$ cat config.mk
export PLATFORM = sky130hd
export DESIGN_NAME = eight_bit_alu_with_status_flags
export DESIGN_NICKNAME = d
export VERILOG_FILES = /design/src/design/eba_pkg.sv /design/src/design/eba_core.sv /design/src/design/eight_bit_alu_with_status_flags.sv
export SDC_FILE = /design/constraint.sdc
export NUM_CORES = 1
export LEC_CHECK = 0
export CAP_MARGIN = 20
export CORE_MARGIN = 5
export CORE_UTILIZATION = 35
export CTS_CLUSTER_DIAMETER = 150
export CTS_CLUSTER_SIZE = 10
export DETAILED_ROUTE_END_ITERATION = 6
export DONT_BUFFER_PORTS = 1
export GPL_TIMING_DRIVEN = 0
export MAX_ROUTING_LAYER = met4
export PLACE_DENSITY = 0.59
export SLEW_MARGIN = 10
export SYNTH_ARGS = -nofsm -noshare
export SYNTH_HDL_FRONTEND = slang
export SYNTH_SLANG_ARGS = --single-unit
$ cat constraint.sdc
create_clock -name i_clk -period 4.11 [get_ports i_clk]
set_input_delay 0.411 -clock i_clk [delete_from_list [all_inputs] [get_ports i_clk]]
set_output_delay 0.411 -clock i_clk [all_outputs]
set_load 0.01 [all_outputs]
$ cat src/design/eba_pkg.sv
// Package for the eight-bit ALU: operation codes, status bit positions and
// the packed transaction types of both channels. No dependencies.

package eba_pkg;

    typedef enum logic [3:0] {
        MODE_ADC = 4'd0,
        MODE_SBC = 4'd1,
        MODE_AND = 4'd2,
        MODE_XOR = 4'd3,
        MODE_ORA = 4'd4,
        MODE_CMP = 4'd5,
        MODE_ASL = 4'd6,
        MODE_LSR = 4'd7,
        MODE_ROL = 4'd8,
        MODE_ROR = 4'd9,
        MODE_INC = 4'd10,
        MODE_DEC = 4'd11,
        MODE_BIT = 4'd12,
        MODE_SET = 4'd13,
        MODE_CLR = 4'd14
    } t_mode;

    // Status bit positions
    localparam int unsigned FLAG_N = 7;
    localparam int unsigned FLAG_V = 6;
    localparam int unsigned FLAG_Z = 1;
    localparam int unsigned FLAG_C = 0;

    typedef struct packed {
        logic [3:0] mode;
        logic [7:0] reg_value;
        logic [7:0] operand_value;
        logic [7:0] status_in;
    } t_alu_in;

    typedef struct packed {
        logic [7:0] result_value;
        logic [7:0] status_out;
        logic       write_back;
    } t_alu_out;

endpackage

$ cat src/design/eba_core.sv
// Combinational ALU datapath: one operation on one input transaction.
// Depends on eba_pkg.

module eba_core (
    input  eba_pkg::t_alu_in  i_item,
    output eba_pkg::t_alu_out o_item
);
    import eba_pkg::*;

    logic [7:0] a;
    logic [7:0] m;
    logic [7:0] st;
    logic       cin;
    logic [7:0] add_m;
    logic [8:0] sum;
    logic [8:0] diff;
    logic [7:0] res;
    logic [7:0] st_n;
    logic       wb;

    assign a   = i_item.reg_value;
    assign m   = i_item.operand_value;
    assign st  = i_item.status_in;
    assign cin = st[FLAG_C];

    // sbc is A + ~M + C
    assign add_m = (t_mode'(i_item.mode) == MODE_SBC) ? ~m : m;
    assign sum   = {1'b0, a} + {1'b0, add_m} + {8'd0, cin};
    assign diff  = {1'b0, a} - {1'b0, m};

    always_comb begin
        res  = 8'd0;
        st_n = st;
        wb   = 1'b1;
        unique case (t_mode'(i_item.mode))
            MODE_ADC, MODE_SBC: begin
                res          = sum[7:0];
                st_n[FLAG_C] = sum[8];
                st_n[FLAG_V] = (sum[7] ^ a[7]) & (sum[7] ^ add_m[7]);
            end
            MODE_AND: res = a & m;
            MODE_XOR: res = a ^ m;
            MODE_ORA: res = a | m;
            MODE_CMP: begin
                st_n[FLAG_C] = ~diff[8];
                st_n[FLAG_Z] = (a == m);
                st_n[FLAG_N] = diff[7];
                wb           = 1'b0;
            end
            MODE_ASL: begin
                res          = {m[6:0], 1'b0};
                st_n[FLAG_C] = m[7];
            end
            MODE_ROL: begin
                res          = {m[6:0], cin};
                st_n[FLAG_C] = m[7];
            end
            MODE_LSR: begin
                res          = {1'b0, m[7:1]};
                st_n[FLAG_C] = m[0];
            end
            MODE_ROR: begin
                res          = {cin, m[7:1]};
                st_n[FLAG_C] = m[0];
            end
            MODE_INC: res = m + 8'd1;
            MODE_DEC: res = m - 8'd1;
            MODE_BIT: begin
                st_n[FLAG_N] = m[7];
                st_n[FLAG_V] = m[6];
                st_n[FLAG_Z] = ((a & m) == 8'd0);
                wb           = 1'b0;
            end
            MODE_SET: begin
                st_n = st | m;
                wb   = 1'b0;
            end
            MODE_CLR: begin
                st_n = st & ~m;
                wb   = 1'b0;
            end
            default: wb = 1'b0;   // reserved code: status passes through
        endcase
        if (wb) begin
            st_n[FLAG_N] = res[7];
            st_n[FLAG_Z] = (res == 8'd0);
        end
    end

    assign o_item.result_value = res;
    assign o_item.status_out   = st_n;
    assign o_item.write_back   = wb;

endmodule

$ cat src/design/eight_bit_alu_with_status_flags.sv
// Top level of the eight-bit ALU: input register, ALU datapath, result register.
// Depends on eba_pkg and eba_core.
//
//  channel  | valid       | stall        | payload
//  ---------+-------------+--------------+---------------------------
//  input    | i_in_valid  | o_in_stall   | i_in_item  (t_alu_in)
//  result   | o_out_valid | i_out_stall  | o_out_item (t_alu_out)
//
// One transaction per cycle sustained while the result side is not stalled;
// the ALU sits between the input and result registers.
// Reset clears both valid bits; payload registers are not reset.
// A stalled result holds; the input register keeps taking transactions
// unless it is full and the result register is stalled.

module eight_bit_alu_with_status_flags (
    input  logic              i_clk,
    input  logic              i_rst_n,
    input  logic              i_in_valid,
    output logic              o_in_stall,
    input  eba_pkg::t_alu_in  i_in_item,
    output logic              o_out_valid,
    input  logic              i_out_stall,
    output eba_pkg::t_alu_out o_out_item
);
    import eba_pkg::*;

    logic     r_in_valid;
    t_alu_in  r_in_item;
    logic     r_out_valid;
    t_alu_out r_out_item;
    t_alu_out n_out_item;
    logic     out_hold;
    logic     in_hold;

    assign out_hold = r_out_valid & i_out_stall;
    assign in_hold  = r_in_valid & out_hold;

    eba_core u_core (
        .i_item (r_in_item),
        .o_item (n_out_item)
    );

    always_ff @(posedge i_clk) begin
        if (!i_rst_n) begin
            r_in_valid <= 1'b0;
        end else if (!in_hold) begin
            r_in_valid <= i_in_valid;
        end
    end

    always_ff @(posedge i_clk) begin
        if (!in_hold) begin
            r_in_item <= i_in_item;
        end
    end

    always_ff @(posedge i_clk) begin
        if (!i_rst_n) begin
            r_out_valid <= 1'b0;
        end else if (!out_hold) begin
            r_out_valid <= r_in_valid;
        end
    end

    always_ff @(posedge i_clk) begin
        if (!out_hold) begin
            r_out_item <= n_out_item;
        end
    end

    assign o_in_stall  = in_hold;
    assign o_out_valid = r_out_valid;
    assign o_out_item  = r_out_item;

endmodule

==> results.tsv <==
stage	metric	value	unit
finish	Multi-input gate area	1840	sq um
grt	Total GRT Usage	0.153	
route	Post-route DRC	0	
critical_path	CP peak stage delay	0.46	ns
critical_path	crit end category	flop	
route	vias	2630	
critical_path	CP delay by family, top	simple AND/OR/NAND/NOR gates	
power_and_ir_drop	Total Power	1.19	mW
clocking	TritonCTS Buffers	5	
timing	final hold violation count	0	
synthesis	sequential fraction of the synthesis area	0.406	
timing	Final min period	3.53	ns
synthesis	synthesized flop and latch total	47	
timing	final period utilization	0.859	
floorplanning	site row count	36	
power_and_ir_drop	Max rail drop VDD	127	uV
power_and_ir_drop	Pleak	1.49	nW
placed_design	DP Cell Count	477	
finish	Reg area	1390	sq um
grt	global-route wire length before repair	13500	um
floorplanning	die area	11900	sq um
floorplanning	Die Wd	109	um
synthesis	main combinational cell family by area after synthesis	compound AO/OA/AOI/OAI gates	
synthesis	xor/xnor share of the synthesized area	0.0485	
synthesis	Avg Inst Size Synth	9.97	sq um
finish	final cell count without fillers	487	
critical_path	Critical Path RT	4.28	ns
clocking	clock buffer depth	2	
route	Initial DRC Count	155	
critical_path	Cell Chain, Critical Path	nand2b_1 > nor3_4 > xnor2_1 > fa_1 > inv_1 > fa_1 > or3b_2 > a21oi_1 > nor4b_1 > o211ai_1 > nor4_1 > a31oi_1 > nor2_1	
placed_design	PortBufs	0	
placed_design	dpl hpwl	6560	um
route	TritonRoute pass-1 iters	5	
worst_hold_path	worst hold start	i_in_item[26]	
finish	fill count	945	
grt	pin count of the biggest net entering global routing	30	
clocking	H-tree Lvls	2	
grt	global route overflow	0	
clocking	Reg clk slew, reported paths	0.08	ns
floorplanning	core area	9680	sq um
timing	setup TNS	0	ns
synthesis	post-synthesis adder-cell area fraction	0.128	
floorplanning	die height	109	um
synthesis	Main synth FF type	edfxtp_1	
flow_run	MaxCap Viol Count	0	
critical_path	CP max-delay cell	edfxtp_1	
clocking	worst-skew pair later-pin latency	0.31	ns
timing	final count of negative-setup-slack endpoints	0	
critical_path	critical path peak fanout	6	
finish	Area Overhead vs Synth	8.36	%
critical_path	critical path class	reg2reg	
synthesis	Mapped Area	3430	sq um
timing	unrepaired setup endpoints after global routing	no	
timing	worst-margin pin slew	0.794	ns
synthesis	FFs w/ async S/R, synth	0	
finish	Post-layout nets	419	
finish	Antenna Cells	0	
grt	antenna violations before repair	0	
critical_path	most used cell, CP	fa_1	
clocking	CTS tree	done	
worst_hold_path	Hold WC Path Type	in2reg	
synthesis	Synthesized Nets	410	
grt	vias in the first global route	2539	
critical_path	critical path arrival	3.70	ns
route	antenna viol nets, final	0	
synthesis	Post-synth EDFFs	45	
synthesis	Yosys Warn Count	0	
timing	Final Skew	0.00632	ns
critical_path	Worst Setup Start Kind	flop	
clocking	CTS Root Cell	clkbuf_8	
clocking	hold_buf cts	0	
timing	Slew Limit Fails	0	
route	WL per Instance	17.7	um
synthesis	complex-gate fraction of the synthesized area	0.175	
critical_path	crit path from	r_in_item[25]$_DFFE_PN_	
clocking	CTS sink cnt	47	
placed_design	Routability Congestion	0.904	
synthesis	Distinct cells, synth	63	
floorplanning	starting density of the core	0.354	
timing	f_max	283	MHz
status	outcome	finished clean	
finish	layout cells sized above 1	0.0932	
power_and_ir_drop	PD cells	321	nW/um^2
route	WL final	8620	um
synthesis	area share of and/or/nand/nor cells after synthesis	0.149	
critical_path	r2r startpoint	r_in_item[25]$_DFFE_PN_	
floorplanning	# IOs	51	
timing	Max-slew headroom	0.470	
synthesis	mux cell area share after synthesis	0.0354	
critical_path	Crit path buffers/inverters	1	
synthesis	Synth Instances	344	
route	via/cell ratio	5.40	
[what timing repair did]
| item | CTS | global route |
|---|---|---|
| endpoints found under the setup margin | 0 | 1 |
| resized for setup | 0 | 0 |
| buffers inserted | 0 | 2 |
[cells in the mapped netlist, types with 2 or more instances]
master    count  share of area
o21ai_0      19          0.028
nor2b_1       3         0.0055
nor2_1       23          0.025
buf_6         2         0.0066
or3b_2        2         0.0051
nand2b_1      5         0.0091
a41oi_1       2         0.0051
nor4_1        5         0.0091
nand4_1       2         0.0036
a21oi_1      22          0.032
xnor2_1      18          0.046
buf_2        10          0.015
ha_1         32           0.12
or3_1         2         0.0036
o21bai_1      4         0.0088
edfxtp_1     45           0.39
a211oi_1      4         0.0088
o221ai_1      4          0.010
nor3b_1       4         0.0088
dfxtp_1       2          0.012
nand3_1       5         0.0073
clkbuf_1      5         0.0055
inv_1        27          0.030
o21a_1        2         0.0044
o211ai_1      2         0.0044
nor3_1        8          0.012
nand2_1      24          0.026
fa_1          2          0.012
mux2i_1      11          0.032
o22ai_1       6          0.011
a31oi_1       6          0.011
and3_1        2         0.0036
nand3b_1      3         0.0066
a32oi_1       2         0.0051
[layer usage]
layer | vias to the layer above | routed length (um) | track usage | share of wire
met2 | 106 | 3960 | 0.229 | 0.46
met1 | 1224 | 4040 | 0.210 | 0.47
met3 | 12 | 508 | 0.0296 | 0.059
li1 | 1288 | - | - | -
met5 | - | 0 | - | 0
met4 | 0 | 116 | 0.0478 | 0.013
[layout by cell type (no fill, tap or decap), types with 2 or more instances in the layout]
master    count
nor3b_1       4
clkbuf_8      7
ha_1         32
o21bai_1      4
nor3_1        8
nor4_1        5
xnor2_1      18
fa_1          2
mux2i_1      11
nand3b_1      3
nand3_1       4
a32oi_1       2
dfxtp_1       2
o21ai_0      19
or3_1         2
a41oi_1       2
or3b_2        2
o221ai_1      4
o21a_1        2
a31oi_1       6
buf_6         2
clkbuf_1      6
o22ai_1       6
nor2_1       23
buf_2        10
buf_4         2
nor2b_1       3
and3_1        2
edfxtp_1     45
nand4_1       2
a211oi_1      4
o211ai_1      2
nand2_1      24
nand2b_1      5
inv_1        27
a21oi_1      22
[final cells by class]
| type | count | share of cell area |
|---|---|---|
| buffer | 18 | 0.0256 |
| clock buffer | 8 | 0.0269 |
| inverter | 28 | 0.0283 |
| multi-input combinational | 251 | 0.496 |
| sequential | 47 | 0.375 |
| tap | 133 | 0.0448 |
| timing repair buffer | 2 | 0.00404 |
[through the flow]
stage	setup slack [ns]	utilization	area, sq um	hold slack (ns)
after floorplan	0.987	-	3430	0.458
after global placement	0.246	0.371	3590	0.466
after CTS	0.288	0.382	3700	0.174
after global routing	0.283	0.384	3710	0.166
final	0.582	0.384	3710	0.188
after detailed placement	0.308	0.372	3600	0.495
[cell families (layout without fill, tap and decap cells)]
| family | count (synthesis) | count (layout) |
|---|---|---|
| AO/OA/AOI/OAI | 90 | 90 |
| XOR/XNOR | 19 | 19 |
| adder cells (fa/ha/maj) | 34 | 34 |
| buffers and inverters | 46 | 56 |
| flip-flops | 47 | 47 |
| multiplexers | 12 | 12 |
| AND/OR/NAND/NOR | 96 | 96 |
[state kept, by name (all words and copies together), names as in the netlist]
| signal | cells |
|---|---|
| r_in_valid | 1 |
| o_out_valid | 1 |
| r_in_item | 28 |
| o_out_item | 17 |
[power by group]
part / switching (mW) / internal, mW / total (mW)
combinational: 0.163 / 0.111 / 0.274
clock: 0.152 / 0.154 / 0.305
sequential: 0.0395 / 0.574 / 0.614
[worst paths after layout]
check / endpoint / slack (ns) / cells past startpoint
max reg2reg: o_out_item[2]$_DFFE_PN_ / 0.58 / 13
max: o_out_item[2]$_DFFE_PN_ / 0.58 / 13
min: r_in_item[26]$_DFFE_PN_ / 0.19 / 0
min reg2reg: o_out_valid$_SDFFE_PN0N_ / 0.51 / 2
Note: power is estimated with default switching activity, not from simulation.
